===== src/hw/rtl/uart_line_command_decoder_defines.svh =====
// Assertion macros shared by the line command decoder RTL.
// No dependencies; included by files that carry concurrent assertions.
`ifndef UART_LINE_COMMAND_DECODER_DEFINES_SVH
`define UART_LINE_COMMAND_DECODER_DEFINES_SVH

// Same-cycle implication, disabled during reset.
`define LCD_ASSERT_NOW(label, clk, rst, ante, cons, msg) \
  label: assert property (@(posedge clk) disable iff (rst) (ante) |-> (cons)) \
    else $error(msg);

// Next-cycle implication, disabled during reset.
`define LCD_ASSERT_NEXT(label, clk, rst, ante, cons, msg) \
  label: assert property (@(posedge clk) disable iff (rst) (ante) |=> (cons)) \
    else $error(msg);

`endif


===== src/hw/rtl/lcd_pkg.sv =====
// Package for the line command decoder: keyword tables, codes and cell types.
// No dependencies; used by lcd_kw_cell, lcd_num_scan and the top level.
package lcd_pkg;

  localparam int KW_COUNT       = 13;
  localparam int WIRELESS_COUNT = 8;
  localparam int ARG_OFFSET     = 9;

  localparam logic [3:0] CODE_NONE     = 4'd0;
  localparam logic [3:0] CODE_INTERVAL = 4'd9;

  localparam logic KIND_LINE     = 1'b0;
  localparam logic KIND_OVERFLOW = 1'b1;

  localparam logic SET_CONSOLE  = 1'b0;
  localparam logic SET_WIRELESS = 1'b1;

  localparam logic [7:0] CHAR_LF = 8'h0A;
  localparam logic [7:0] CHAR_CR = 8'h0D;

  // Keyword text, right aligned: the last character sits in the low byte.
  localparam logic [127:0] CON_TXT [KW_COUNT] = '{
    128'({"led_", "all_on"}), 128'({"led_", "all_off"}), 128'({"led_", "on_up"}),
    128'({"led_", "on_down"}), 128'({"led_", "keepon_up"}), 128'({"led_", "keepon_down"}),
    128'({"led_", "flower_on"}), 128'({"led_", "flower_off"}), 128'("dht11time"),
    128'({"dht11", "_on"}), 128'({"dht11", "_off"}), 128'("ultra_on"), 128'("ultra_off")
  };
  localparam logic [3:0] CON_LEN [KW_COUNT] = '{
    4'd10, 4'd11, 4'd9, 4'd11, 4'd13, 4'd15, 4'd13, 4'd14, 4'd9, 4'd8, 4'd9, 4'd8, 4'd9
  };
  localparam logic [127:0] WL_TXT [WIRELESS_COUNT] = '{
    128'("ledallon"), 128'("ledalloff"), 128'({"led_", "on_up"}), 128'({"led_", "on_down"}),
    128'({"led_", "keepon_up"}), 128'({"led_", "keepon_down"}), 128'({"led_", "flower_on"}),
    128'({"led_", "flower_off"})
  };
  localparam logic [3:0] WL_LEN [WIRELESS_COUNT] = '{
    4'd8, 4'd9, 4'd9, 4'd11, 4'd13, 4'd15, 4'd13, 4'd14
  };

  // Per-cell control, broadcast from the top level to every cell.
  typedef struct packed {
    logic step;       // an ordinary byte is stored in the line
    logic clear;      // line end or overflow: restart the line
    logic kw_set;     // keyword list selected now
  } lcd_ctl_t;

  function automatic logic [3:0] kw_len(input logic kw_set, input logic [3:0] k);
    logic [3:0] len;
    if (kw_set == SET_WIRELESS && k < 4'(WIRELESS_COUNT)) begin
      len = WL_LEN[k[2:0]];
    end else begin
      len = CON_LEN[k];
    end
    return len;
  endfunction

  function automatic logic [7:0] kw_char(input logic kw_set, input logic [3:0] k,
                                         input logic [3:0] pos);
    logic [127:0] txt;
    logic [3:0]   len;
    logic [6:0]   sh;
    logic [127:0] shifted;
    if (kw_set == SET_WIRELESS && k < 4'(WIRELESS_COUNT)) begin
      txt = WL_TXT[k[2:0]];
      len = WL_LEN[k[2:0]];
    end else begin
      txt = CON_TXT[k];
      len = CON_LEN[k];
    end
    sh      = {4'(len - 4'd1 - pos), 3'b000};
    shifted = txt >> sh;
    return shifted[7:0];
  endfunction

endpackage


===== src/hw/rtl/lcd_kw_cell.sv =====
// One keyword cell: keeps the alive flag of one keyword and takes part in the
// first-match chain at line end. Depends on lcd_pkg.
module lcd_kw_cell #(
  parameter int K     = 0,
  parameter int CNT_W = 6
) (
  input  logic             clk,
  input  logic             rst,
  input  lcd_pkg::lcd_ctl_t ctl,
  input  logic [7:0]       rx_byte,
  input  logic [CNT_W-1:0] count,
  input  logic [3:0]       code_in,
  output logic [3:0]       code_out
);
  import lcd_pkg::*;

  logic       alive;
  logic       alive_next;
  logic       in_list;
  logic [3:0] len;
  logic [7:0] expect_char;
  logic       hit;

  assign in_list     = (ctl.kw_set == SET_CONSOLE) || (K < WIRELESS_COUNT);
  assign len         = kw_len(ctl.kw_set, 4'(K));
  assign expect_char = kw_char(ctl.kw_set, 4'(K), count[3:0]);

  always_comb begin
    alive_next = alive;
    if (ctl.clear) begin
      alive_next = 1'b1;
    end else if (ctl.step && in_list && count < CNT_W'(len) && expect_char != rx_byte) begin
      alive_next = 1'b0;
    end
  end

  always_ff @(posedge clk) begin
    if (rst) begin
      alive <= 1'b1;
    end else begin
      alive <= alive_next;
    end
  end

  // An earlier cell that already matched wins; otherwise this one offers its code.
  assign hit      = alive && in_list && count >= CNT_W'(len);
  assign code_out = (code_in != CODE_NONE) ? code_in : (hit ? 4'(K + 1) : CODE_NONE);

endmodule


===== src/hw/rtl/lcd_num_scan.sv =====
// Decimal value scanner: skips blanks, takes one sign, accumulates digits
// with saturation at 2^31. Depends on lcd_pkg.
module lcd_num_scan (
  input  logic              clk,
  input  logic              rst,
  input  lcd_pkg::lcd_ctl_t ctl,
  input  logic              scan_en,
  input  logic [7:0]        rx_byte,
  output logic [31:0]       value
);
  import lcd_pkg::*;

  localparam logic [1:0] PH_BLANK  = 2'd0;
  localparam logic [1:0] PH_DIGITS = 2'd1;
  localparam logic [1:0] PH_DONE   = 2'd2;
  localparam logic [35:0] MAG_LIMIT = 36'h0_8000_0000;

  logic [31:0] acc, acc_next;
  logic [1:0]  phase, phase_next;
  logic        neg, neg_next;
  logic        is_digit, is_blank, is_sign;
  logic [35:0] prod;

  assign is_digit = rx_byte inside {[8'h30:8'h39]};
  assign is_blank = rx_byte inside {8'h20, 8'h09, 8'h0B, 8'h0C};
  assign is_sign  = rx_byte inside {8'h2B, 8'h2D};
  assign prod     = {acc, 3'b000} + {3'b000, acc, 1'b0} + 36'(rx_byte - 8'h30);

  always_comb begin
    acc_next   = acc;
    phase_next = phase;
    neg_next   = neg;
    if (ctl.clear) begin
      acc_next   = '0;
      phase_next = PH_BLANK;
      neg_next   = 1'b0;
    end else if (ctl.step && scan_en) begin
      case (phase)
        PH_BLANK: begin
          if (is_sign) begin
            neg_next   = (rx_byte == 8'h2D);
            phase_next = PH_DIGITS;
          end else if (is_digit) begin
            phase_next = PH_DIGITS;
            acc_next   = (prod > MAG_LIMIT) ? MAG_LIMIT[31:0] : prod[31:0];
          end else if (!is_blank) begin
            phase_next = PH_DONE;
          end
        end
        PH_DIGITS: begin
          if (is_digit) begin
            acc_next = (prod > MAG_LIMIT) ? MAG_LIMIT[31:0] : prod[31:0];
          end else begin
            phase_next = PH_DONE;
          end
        end
        default: begin
        end
      endcase
    end
  end

  always_ff @(posedge clk) begin
    if (rst) begin
      acc   <= '0;
      phase <= PH_BLANK;
      neg   <= 1'b0;
    end else begin
      acc   <= acc_next;
      phase <= phase_next;
      neg   <= neg_next;
    end
  end

  always_comb begin
    if (neg) begin
      value = 32'd0 - acc;
    end else begin
      value = acc[31] ? 32'h7FFF_FFFF : acc;
    end
  end

endmodule


===== src/hw/rtl/uart_line_command_decoder.sv =====
// Line command decoder: top level with the keyword cell row, value scanner
// and output register. Depends on lcd_pkg, lcd_kw_cell, lcd_num_scan.
//
// The block takes one received byte per transaction and frames lines ended by
// LF or CR. A terminator produces one result transaction carrying the code of
// the first keyword (in list order) that prefixes the line, the line length
// and, for the interval keyword of the console list, a saturated signed
// decimal value read from byte offset 9 onward. When LINE_MAX bytes are
// stored, the next byte is dropped and an overflow result is given instead.
// Ordinary bytes produce no result. A new byte is accepted every cycle unless
// input stalls; a result appears in the output register in the cycle after its byte,
// and input stalls only while that register holds a result the sink has not taken.
// Each keyword has its own cell that clears its alive flag on the first
// mismatching byte; at line end the cells pass the winning code down the row.
module uart_line_command_decoder #(
  parameter int LINE_MAX = 40
) (
  input  logic        clk,
  input  logic        rst,
  // Configuration: keyword_set (0 = console list, 1 = wireless list).
  input  logic        cfg_wr_en,
  input  logic        cfg_wr_data,
  // Byte input stream.
  input  logic        s_tvalid,
  output logic        s_tready,
  input  logic [7:0]  s_tdata,   // [7:0] rx_byte
  // Result stream.
  output logic        m_tvalid,
  input  logic        m_tready,
  output logic [47:0] m_tdata,   // [3:0] command_code, [35:4] argument, [41:36] line_length
  output logic        m_tuser    // [0] kind
);
  import lcd_pkg::*;
  `include "uart_line_command_decoder_defines.svh"

  localparam int CNT_W = $clog2(LINE_MAX + 1);

  logic             keyword_set;
  logic [CNT_W-1:0] count;
  logic             accept;
  logic             overflow;
  logic             terminator;
  lcd_ctl_t         ctl;
  logic [3:0]       code_chain [KW_COUNT+1];
  logic [31:0]      num_value;
  logic [31:0]      argument;
  logic             scan_en;

  // Configuration register; the user must write it only while the block is idle (not enforced here).
  always_ff @(posedge clk) begin
    if (rst) begin
      keyword_set <= SET_CONSOLE;
    end else if (cfg_wr_en) begin
      keyword_set <= cfg_wr_data;
    end
  end

  // The output register frees up in the same cycle the sink takes its result.
  assign s_tready   = !m_tvalid || m_tready;
  assign accept     = s_tvalid && s_tready;
  assign overflow   = (count == CNT_W'(LINE_MAX));
  assign terminator = (s_tdata == CHAR_LF) || (s_tdata == CHAR_CR);

  assign ctl.step   = accept && !overflow && !terminator;
  assign ctl.clear  = accept && (overflow || terminator);
  assign ctl.kw_set = keyword_set;

  always_ff @(posedge clk) begin
    if (rst) begin
      count <= '0;
    end else if (ctl.clear) begin
      count <= '0;
    end else if (ctl.step) begin
      count <= count + CNT_W'(1);
    end
  end

  // Keyword cell row; code_chain carries the first match toward the end.
  assign code_chain[0] = CODE_NONE;
  for (genvar k = 0; k < KW_COUNT; k++) begin : g_cell
    lcd_kw_cell #(
      .K     (k),
      .CNT_W (CNT_W)
    ) u_cell (
      .clk      (clk),
      .rst      (rst),
      .ctl      (ctl),
      .rx_byte  (s_tdata),
      .count    (count),
      .code_in  (code_chain[k]),
      .code_out (code_chain[k+1])
    );
  end

  assign scan_en = (count >= CNT_W'(ARG_OFFSET));

  lcd_num_scan u_num (
    .clk     (clk),
    .rst     (rst),
    .ctl     (ctl),
    .scan_en (scan_en),
    .rx_byte (s_tdata),
    .value   (num_value)
  );

  assign argument = (keyword_set == SET_CONSOLE && code_chain[KW_COUNT] == CODE_INTERVAL) ?
                    num_value : 32'd0;

  // Output register.
  always_ff @(posedge clk) begin
    if (rst) begin
      m_tvalid <= 1'b0;
    end else if (ctl.clear) begin
      m_tvalid <= 1'b1;
    end else if (m_tready) begin
      m_tvalid <= 1'b0;
    end
  end

  always_ff @(posedge clk) begin
    if (ctl.clear) begin
      if (overflow) begin
        m_tuser <= KIND_OVERFLOW;
        m_tdata <= {6'd0, 6'(LINE_MAX), 32'd0, CODE_NONE};
      end else begin
        m_tuser <= KIND_LINE;
        m_tdata <= {6'd0, 6'(count), argument, code_chain[KW_COUNT]};
      end
    end
  end

  `LCD_ASSERT_NOW(a_count_bound, clk, rst, 1'b1, count <= CNT_W'(LINE_MAX),
                  "line byte count exceeds LINE_MAX")
  `LCD_ASSERT_NEXT(a_result_loaded, clk, rst, ctl.clear, m_tvalid,
                   "line end or overflow did not load a result")
  `LCD_ASSERT_NEXT(a_count_step, clk, rst, ctl.step,
                   count == $past(count) + CNT_W'(1), "stored byte did not advance the count")
  `LCD_ASSERT_NOW(a_overflow_zero, clk, rst, m_tvalid && m_tuser == KIND_OVERFLOW,
                  m_tdata[35:0] == 36'd0, "overflow result carries a code or value")

endmodule


===== config.mk =====
export PLATFORM = sky130hd
export DESIGN_NAME = uart_line_command_decoder
export DESIGN_NICKNAME = d
export VERILOG_FILES = /design/src/hw/rtl/lcd_pkg.sv /design/src/hw/rtl/lcd_kw_cell.sv /design/src/hw/rtl/lcd_num_scan.sv /design/src/hw/rtl/uart_line_command_decoder.sv
export VERILOG_INCLUDE_DIRS = /design/src /design/src/hw/rtl
export SDC_FILE = /design/constraint.sdc
export NUM_CORES = 1
export LEC_CHECK = 0
export ABC_AREA = 1
export ABC_CLOCK_PERIOD_IN_PS = 19800
export BUFFER_PORTS_ARGS = -buffer_cell sky130_fd_sc_hd__clkbuf_2
export CAP_MARGIN = 25
export CORE_AREA = 2 2 161 163
export CTS_CLUSTER_DIAMETER = 50
export DETAILED_ROUTE_END_ITERATION = 8
export DIE_AREA = 0 0 163 165
export PLACE_DENSITY = 0.63
export SETUP_SLACK_MARGIN = 0.1
export SLEW_MARGIN = 20
export SYNTH_ARGS = -nofsm -noshare
export SYNTH_HDL_FRONTEND = slang
export SYNTH_SLANG_ARGS = --single-unit

===== constraint.sdc =====
create_clock -name clk -period 19.8 [get_ports clk]
set_clock_uncertainty 0.1 [all_clocks]
set_input_delay 5.94 -clock clk [delete_from_list [all_inputs] [get_ports clk]]
set_output_delay 5.94 -clock clk [all_outputs]
set_load 0.02 [all_outputs]

Word-level counts from Yosys, hierarchy flattened
Index checks and enable logic that the tools add are counted.
W data, S select, Z words.
{ "classes": {"n_shift": 13, "magnitude_cmp": 19, "addsub": 15, "n_reduce_logical": 76, "n_mux": 43, "n_eq_ne": 27, "bitwise_logic": 2} }
{ "op_table": {"columns": ["cell", "count"], "rows": [
  ["$shr A71 B7 Y8 const A", 4],
  ["$shr A128 B7 Y8", 2],
  ["$shr A103 B7 Y8 const A", 2],
  ["$mux W32", 4],
  ["$shr A63 B7 Y8 const A", 2],
  ["$shr A119 B7 Y8 const A", 1],
  ["$shr A111 B7 Y8 const A", 1],
  ["$ne A8 B8 Y1", 13],
  ["$mux W87", 1],
  ["$shr A87 B7 Y8 const A", 1],
  ["$mux W79", 1],
  ["$mux W4", 18],
  ["$pmux W32 S2", 1],
  ["$reduce_bool A4 Y1", 13],
  ["$logic_and A1 B1 Y1", 48],
  ["$eq A8 B4 Y1 const B", 5],
  ["$add A35 B33 Y36", 1],
  ["$add A36 B36 Y36", 1],
  ["$ge A6 B4 Y1 const B", 6],
  ["$gt A36 B32 Y1 const B", 1],
  ["$lt A6 B4 Y1 const B", 6],
  ["$sub A1 B32 Y32 const A", 1],
  ["$mux W31", 1],
  ["$eq A8 B6 Y1 const B", 3],
  ["other kinds (27)", 58]
]} }
{ "totals": {"word_cells": 218, "output_inout_bits": 51, "inputBits": 14, "reg_bits": 105} }

Logic depth before layout (Yosys ltp)
Gate-level depths: netlist (run 1).
{ "depth": {"word_depth": 32, "mapped_depth": 26, "depth_no_buf": 24} }

Modules after synthesis
Synthesis (run 1) repeated with hierarchy kept, for this count alone.
{ "unflattened": {"cells_unflattened": 2460, "hier_area_um2": 14702.9} }
{ "modules_own_cells": {"columns": ["module", "seq_area_each_um2", "cells_per_inst", "instances", "area_per_inst_um2"], "rows": [
  ["lcd_num_scan", 700.7, 941, 1, 5592.9],
  ["uart_line_command_decoder", 1451.4, 234, 1, 2366.0],
  ["lcd_kw_cell (g_cell[1].u_cell)", 20.0, 121, 1, 648.1],
  ["lcd_kw_cell (g_cell[6].u_cell)", 20.0, 117, 1, 635.6],
  ["lcd_kw_cell (g_cell[4].u_cell)", 20.0, 117, 1, 619.3],
  ["lcd_kw_cell (g_cell[7].u_cell)", 20.0, 121, 1, 619.3],
  ["lcd_kw_cell (g_cell[5].u_cell)", 20.0, 107, 1, 563.0],
  ["lcd_kw_cell (g_cell[2].u_cell)", 20.0, 103, 1, 533.0],
  ["lcd_kw_cell (g_cell[12].u_cell)", 20.0, 99, 1, 529.3],
  ["lcd_kw_cell (g_cell[10].u_cell)", 20.0, 99, 1, 511.7],
  ["lcd_kw_cell (g_cell[0].u_cell)", 20.0, 95, 1, 495.5],
  ["lcd_kw_cell (g_cell[3].u_cell)", 20.0, 78, 1, 455.4],
  ["lcd_kw_cell (g_cell[8].u_cell)", 20.0, 83, 1, 427.9],
  ["lcd_kw_cell (g_cell[11].u_cell)", 20.0, 73, 1, 352.8],
  ["lcd_kw_cell (g_cell[9].u_cell)", 20.0, 72, 1, 352.8]
]} }

Worst setup path before layout (run 1)
Ideal clock, no wire load.
{ "synth_timing": {"kind": "input to output", "start": "input port m_tready", "end": "output port s_tready", "n_path_buf": 0, "cell_stages": 2, "t_required_ns": 13.760, "path_slack_ns": 7.609, "t_arrival_ns": 6.151, "path_cell_list": "inv_1 -> nand2_1"} }
{ "synth_via": {"elab_chain_len": 1} }
{ "synth_rtl": {"columns": ["element", "line_no", "source"], "rows": [
  ["start: declaration", "uart_line_command_decoder.sv:29", "input logic m_tready,"],
  ["$logic_or A1 B1 Y1", "uart_line_command_decoder.sv:59", "assign s_tready = !m_tvalid || m_tready;"],
  ["end: declaration", "uart_line_command_decoder.sv:25", "output logic s_tready,"]
]} }
Every way passes these cells.

Worst setup path in the final report (run 1)
Same ends and word-level chain as after synthesis.

==> reports/metrics.yaml, run 1 <==
run_status:
  status: "complete, no violations"
clock_network:
  max-clock-path-buffers: 2
  cts-hold-fix-buffers: 0
  postCtsSetupRepairBufs: 0
  clockRootBuffer: "clkbuf_16"
  cts.sinks: 99
  tritoncts: "built"
  path_clk_slew_ns: 0.07
  htreeDepth: 3
  cts_buffers: 9
  cts_resized: 0
  clock_latency_ns: 0.35
final_layout:
  final_nets: 1822
  final_area_mm2: 0.01197
  instances_no_fill: 2043
  syn2layout_area_growth_pct: 7.124
  antenna_cells: 0
  layout-drive-gt1-share_pct: 9.399
yosys:
  yosysMostFrequentCell: "nand2_1"
  yosysTopAreaCell: "nand2_1"
  syn-mean-instance-area_um2: 6.641
  synth_cells: 1682
  synth_seq_area_share_pct: 21.59
  synth_ff_type: "dfxtp_1"
  synth_edf_count: 43
  synth_top_family_by_area: "simple AND/OR/NAND/NOR gates"
  ys_ff_latch: 99
  synthMuxAreaShare_pct: 0.1904
  synthXorXnorAreaFrac_pct: 5.253
  synth-compound-area-share_pct: 15.73
  synth_area_mm2: 0.01117
  async_flop_share_pct: 0
  synth_cell_types: 59
  yosysWarnings: 0
  synth-simple-area-share_pct: 33.77
  synth_adder_area_share_pct: 13.35
  synth_common_cells: "nand2_1, inv_1, nor2_1"
  synth_top_area_share_pct: 13.64
  synth.area.top_cells: "nand2_1, edfxtp_1, dfxtp_1, ha_1, inv_1"
power:
  p_leak_nw: 5.481
  total_power_w: 0.0005376
  ir_worst_vdd_mv: 0.04462
  power_density_mw_per_mm2: 44.93
global_routing:
  grt_pass1_vias: 10170
  antenna_found_initial: 0
  grt_start_max_net_pins: 64
  grt_pass1_wl_um: 53500
  grt.total_usage_pct: 25.03
  overflow: 0
placed_design:
  dp_hpwl_um: 25920
  port_buffers: 58
  routabilityCongestion: 0.9249
  place_area_mm2: 0.01166
  post-place-cells: 2026
floorplanning:
  rows: 58
  fp.coreArea_mm2: 0.02504
  die_area_mm2: 0.02690
  die_w_um: 163
  io_pins: 65
  start_util_pct: 44.62
  die_h_um: 165
timing:
  hold_slack_ns: 0.3559
  hold_viol: 0
  tns_ns: 0
  maxSlewViolCount: 0
  timing.fmax_mhz: 80.70
  fin_crit_ns: 12.39
  setup_viol: 0
  tightest_slew_ns: 1.025
  rsz0062_at_grt: "false"
  slew_headroom_pct: 30.74
  period_share_pct: 62.58
worst_hold_path:
  hp-class: "reg2reg"
  hp-start: "g_cell[12].u_cell.alive"
setup_path:
  reg2reg_slack_ns: 15.26
  end_kind: "output port"
  crit-reg2reg-launch: "count[0]"
  critPathMaxFanout: 4
  r2r_cells: 12
  cp.arrival_ns: 6.35
  startpoint: "m_tready"
  worstPathRequired_ns: 13.76
  timing.rr.end: "g_cell[4].u_cell.alive"
  worst-setup-path-type: "in2out"
  start_kind: "input port"
  cp-endpoint: "s_tready"
detailed_routing:
  viasPerCell: 5.416
  ant_nets: 0
  wire_per_inst_um: 16.00
  num_vias: 11070
  drt_pre_antenna_iters: 6
  drc: 0
  drtIter0Drc: 955
  wl_um: 32700
run:
  drv_cap: 0
-- registers in the layout (all words and copies together) (netlist names) --
signal and cells:
u_num.phase 2, u_num.acc 32, g_cell.u_cell.alive 13, m_tdata 42, m_tvalid 1, keyword_set 1
m_tuser 1, u_num.neg 1, count 6
-- cell families after synthesis --
logic type / Yosys count
XOR/XNOR: 67
AO/OA/AOI/OAI: 320
multiplexers: 2
other: 1
AND/OR/NAND/NOR: 824
flip-flops: 99
buffers and inverters: 269
adder cells (fa/ha/maj): 100
-- layout by cell type, fill, tap and decap left out, types with 5 or more instances in the layout --
master | synthesis | final
nand2_1 | 406 | 406
inv_1 | 202 | 202
nor2_1 | 180 | 179
o21ai_0 | 132 | 132
a21oi_1 | 131 | 130
nand3_1 | 105 | 105
ha_1 | 68 | 68
xor2_1 | 61 | 61
clkbuf_2 | 0 | 58
dfxtp_1 | 56 | 56
edfxtp_1 | 43 | 43
nor2_4 | 32 | 32
fa_1 | 32 | 32
nand4_1 | 28 | 28
nor3_1 | 26 | 25
nor4_1 | 10 | 10
inv_2 | 9 | 9
a31oi_1 | 9 | 9
clkbuf_16 | 0 | 9
nand2_4 | 8 | 8
or2_2 | 8 | 8
o211ai_1 | 8 | 8
o31ai_1 | 7 | 7
nor2_2 | 5 | 6
xnor2_1 | 6 | 6
conb_1 | 1 | 6
buf_4 | 7 | 6
nand2_2 | 5 | 5
-- layout make-up --
type,count,area [µm²]
clock inverter,7,51.30
inverter,213,799.5
fill,2566,13070
sequential,99,2412
clock buffer,9,225.2
multi-input combinational,1319,7687
timing repair buffer,66,377.9
tap,330,412.9
-- critical path, cell delays in order --
cell and delay, ns:
clkbuf_2 0.07, inv_1 0.03, nand2_1 0.12, clkbuf_2 0.19
-- power by group --
part / switching, W / total, W / internal [W]
sequential: 0.00000490 / 0.000219 / 0.000214
combinational: 0.000102 / 0.000151 / 0.0000487
clock: 0.0000815 / 0.000167 / 0.0000859
-- how the worst min path moves through the flow --
stage | endpoint | slack (ns) | cells after the start
after floorplan | g_cell[12].u_cell.alive | 0.32 | 2
after global placement | g_cell[3].u_cell.alive | 0.33 | 2
after detailed placement | g_cell[3].u_cell.alive | 0.35 | 2
after CTS | g_cell[12].u_cell.alive | 0.36 | 2
after global routing | g_cell[12].u_cell.alive | 0.36 | 2
final | g_cell[12].u_cell.alive | 0.36 | 2
-- stage by stage --
step	utilization (%)	setup slack [ns]
after floorplan	-	7.609
after global placement	46.51	7.421
after detailed placement	46.57	7.412
after CTS	47.68	7.414
after global routing	47.80	7.355
final	47.80	7.409
-- per-layer routing --
metal | wire, µm | GRT usage (%) | part of all wire, % | vias up
li1 | - | - | - | 5572
met1 | 16500 | 38.42 | 50 | 5054
met2 | 13010 | 35.81 | 40 | 405
met3 | 2760 | 4.872 | 8.4 | 34
met4 | 425 | 5.511 | 1.3 | 0
met5 | 0 | 0 | 0 | -
No activity file was read; power rests on OpenSTA's default activity.
==> inputs of run 2 (changes only) <==
--- a/config.mk
+++ b/config.mk
@@ -6,15 +6,15 @@
 export SDC_FILE = /design/constraint.sdc
 export NUM_CORES = 1
 export LEC_CHECK = 0
-export ABC_AREA = 1
-export ABC_CLOCK_PERIOD_IN_PS = 19800
+export ABC_AREA = 0
+export ABC_CLOCK_PERIOD_IN_PS = 10900
 export BUFFER_PORTS_ARGS = -buffer_cell sky130_fd_sc_hd__clkbuf_2
 export CAP_MARGIN = 25
-export CORE_AREA = 2 2 161 163
+export CORE_AREA = 2 2 155 157
 export CTS_CLUSTER_DIAMETER = 50
 export DETAILED_ROUTE_END_ITERATION = 8
-export DIE_AREA = 0 0 163 165
-export PLACE_DENSITY = 0.63
+export DIE_AREA = 0 0 157 159
+export PLACE_DENSITY = 0.66
 export SETUP_SLACK_MARGIN = 0.1
 export SLEW_MARGIN = 20
 export SYNTH_ARGS = -nofsm -noshare
==> constraint.sdc (replaced) <==
create_clock -name clk -period 10.9 [get_ports clk]
set_clock_uncertainty 0.1 [all_clocks]
set_input_delay 3.27 -clock clk [delete_from_list [all_inputs] [get_ports clk]]
set_output_delay 3.27 -clock clk [all_outputs]
set_load 0.02 [all_outputs]
==> run 2 against run 1 <==
  * Hold slack gained 0.0060 ns
  * Die area shrank 7.2%
  * Clock power increased by 90%
  * Global-route usage shrank 1.6 points
  * Highest routed layer unchanged
  * Total power grew 82%
  * Worst setup slack got worse by 5.6 ns
  * Synthesized area decreased by 7.5%
  * Clock-buffer cell count up 1
  * Largest cell class unchanged
  * Cell count decreased by 21%
==> reports/metrics.yaml, run 2 <==
timing:
  hold_viol: 0  # unchanged
  slew_headroom_pct: 31.30  # +0.56 points
  setup_viol: 0  # unchanged
  tns_ns: 0  # unchanged
  fin_crit_ns: 9.062
  timing.fmax_mhz: 110.3
  tightest_slew_ns: 1.016  # -0.009252 ns
  period_share_pct: 83.14
  rsz0062_at_grt: "false"
  maxSlewViolCount: 0  # unchanged
yosys:
  synthXorXnorAreaFrac_pct: 8.729  # +3.5 points
  synth-compound-area-share_pct: 23.62  # +7.9 points
  synth_common_cells: "nand2_1, nor2_1, a21oi_1"
  synth_ff_type: "dfxtp_1"
  synth_top_area_share_pct: 12.49  # -1.1 points
  synth_area_mm2: 0.01033  # -7.5%
  synth_edf_count: 43  # unchanged
  ys_ff_latch: 99  # unchanged
  synth_seq_area_share_pct: 23.34  # +1.7 points
  syn-mean-instance-area_um2: 8.018  # +21%
  synth_cell_types: 80  # +36%
  synth_cells: 1289  # -23%
  yosysMostFrequentCell: "nand2_1"
  synth_adder_area_share_pct: 14.43  # +1.1 points
  synth.area.top_cells: "edfxtp_1, dfxtp_1, ha_1, fa_1, xnor2_1"
  async_flop_share_pct: 0  # unchanged
  synth-simple-area-share_pct: 21.80  # -12 points
  yosysWarnings: 0  # unchanged
  yosysTopAreaCell: "edfxtp_1"
  synth_top_family_by_area: "compound AO/OA/AOI/OAI gates"
  synthMuxAreaShare_pct: 2.579  # +2.4 points
detailed_routing:
  num_vias: 9724  # -12%
  wl_um: 29730  # -9.1%
  drc: 0  # unchanged
  drt_pre_antenna_iters: 5  # -1
  ant_nets: 0  # unchanged
  drtIter0Drc: 794  # -17%
  viasPerCell: 6.006  # +11%
  wire_per_inst_um: 18.36  # +15%
setup_path:
  r2r_cells: 12  # unchanged
  end_kind: "flip-flop"
  cp.arrival_ns: 9.22  # +2.87 ns
  crit-reg2reg-launch: "count[1]"
  worst-setup-path-type: "in2reg"
  reg2reg_slack_ns: 5.02  # -10.24 ns
  start_kind: "input port"
  worstPathRequired_ns: 11.06  # -2.70 ns
  timing.rr.end: "m_tdata[5]"
  critPathMaxFanout: 24  # +20
run_status:
  status: "complete, no violations"
run:
  drv_cap: 0  # unchanged
floorplanning:
  die_area_mm2: 0.02496  # -7.2%
  start_util_pct: 44.56  # -0.056 points
  fp.coreArea_mm2: 0.02319  # -7.4%
  die_w_um: 157  # -3.7%
  die_h_um: 159  # -3.6%
  rows: 56  # -3.4%
  io_pins: 65  # unchanged
worst_hold_path:
  hp-class: "reg2reg"
  min_to: "g_cell[0].u_cell.alive"
  hp-start: "g_cell[0].u_cell.alive"
  hold_depth: 2  # unchanged
final_layout:
  largest_registers: "m_tdata: 42 flops, u_num.acc: 32 flops, g_cell.u_cell.alive: 13 flops"
  final_cell_mix: "nand2_1, nor2_1, a21oi_1, o21ai_0, ha_1"
  final_util_pct: 47.82  # about the same
  layout-drive-gt1-share_pct: 11.08  # +1.7 points
  antenna_cells: 0  # unchanged
  fillers: 2308  # -10%
  syn2layout_area_growth_pct: 7.300
  final_nets: 1409  # -23%
  seq_area_mm2: 0.002414  # about the same
  largest_reg_flops: 42  # unchanged
  instances_no_fill: 1619  # -21%
  mostFrequentLayoutCell: "nand2_1"
  multi_input_area_mm2: 0.007397  # -3.8%
  top_register: "m_tdata"
clock_network:
  path_clk_slew_ns: 0.08  # about the same
  postCtsSetupRepairBufs: 0  # unchanged
  max-clock-path-buffers: 2  # unchanged
  clockRootBuffer: "clkbuf_16"
  cts_resized: 0  # unchanged
  htreeDepth: 3  # unchanged
  tritoncts: "built"
  cts_buffers: 9  # unchanged
  cts.sinks: 99  # unchanged
  clock_latency_ns: 0.36  # about the same
  cts-hold-fix-buffers: 0  # unchanged
global_routing:
  grt.total_usage_pct: 23.47  # -1.6 points
  grt_pass1_vias: 8928  # -12%
  grt_pass1_wl_um: 47050  # -12%
  grt_start_max_net_pins: 52  # -19%
  antenna_found_initial: 0  # unchanged
  overflow: 0  # unchanged
power:
  p_leak_nw: 4.437  # -19%
  ir_worst_vdd_mv: 0.07460  # +67%
  power_density_mw_per_mm2: 88.18  # +96%
placed_design:
  routabilityCongestion: 0.9185  # -0.69%
  port_buffers: 58  # unchanged
  post-place-cells: 1603  # -21%
  dp_hpwl_um: 21720  # -16%
==> run 2: cell families (layout without fill, tap and decap cells) <==
group / count (synthesis) / count (layout)
other: 1 / 6
buffers and inverters: 136 / 142
xor gates and xnor gates: 103 / 103
muxes: 21 / 21
AOI/OAI and AO/OA: 371 / 371
DFF: 99 / 99
and+or+nand+nor: 458 / 458
adders and majority gates: 100 / 100
==> run 2: how the worst max path moves through the flow <==
stage	start	to	slack, ns	depth (start not counted)
4_1_cts	s_tdata[6]	u_num.acc[23]	1.97	15
3_3_place_gp	s_tdata[6]	u_num.acc[30]	1.98	15
3_5_place_dp	s_tdata[6]	u_num.acc[26]	1.63	15
2_1_floorplan	s_tdata[6]	u_num.acc[21]	2.41	14
6_report	s_tdata[6]	u_num.acc[23]	1.84	15
5_1_grt	s_tdata[6]	u_num.acc[26]	1.57	15
==> run 2: power by group <==
part           switching (W)  internal [W]
Clock               0.000154      0.000164
Combinational       0.000166      0.000101
Sequential        0.00000535      0.000389
==> run 2: metrics by stage <==
stage	worst slack (ns)	instance area (µm²)	hold slack (ns)	total power [W]
after global placement	1.982	10800	0.3481	0.0006609
after global routing	1.568	11090	0.3818	0.001019
after CTS	1.967	11090	0.3612	0.0009773
after detailed placement	1.627	10800	0.3510	0.0006642
final	1.838	11090	0.3619	0.0009779
after floorplan	2.415	10350	0.3304	0.0006079
==> run 2: cell type report <==
type / count / area share, %
clock buffer: 10 / 2.155
clock inverter: 6 / 0.4175
inverter: 55 / 1.862
multi-input combinational: 1059 / 66.70
sequential: 99 / 21.76
tap: 319 / 3.599
timing repair buffer: 71 / 3.498
==> run 2: worst max-delay path: stages <==
cell       delay (ns)
clkbuf_2         0.34
or2_2            0.48
nor2_4           0.38
buf_4            0.39
fa_1             0.48
ha_1             0.37
a2111oi_0        0.52
o21ai_0          0.32
and3_1           0.31
o21ai_0          0.29
nand3_1          0.17
a31oi_1          0.22
xor2_1           0.68
nand2_1          0.63
o21ai_0          0.36
==> run 2: metal layers <==
metal  share of wire, %  GRT usage (%)  vias up
met4                2.3          7.381        0
met5                  0              0        -
li1                   -              -     4702
met3                7.0          2.286       49
met2                 44          36.64      361
met1                 46          34.08     4612
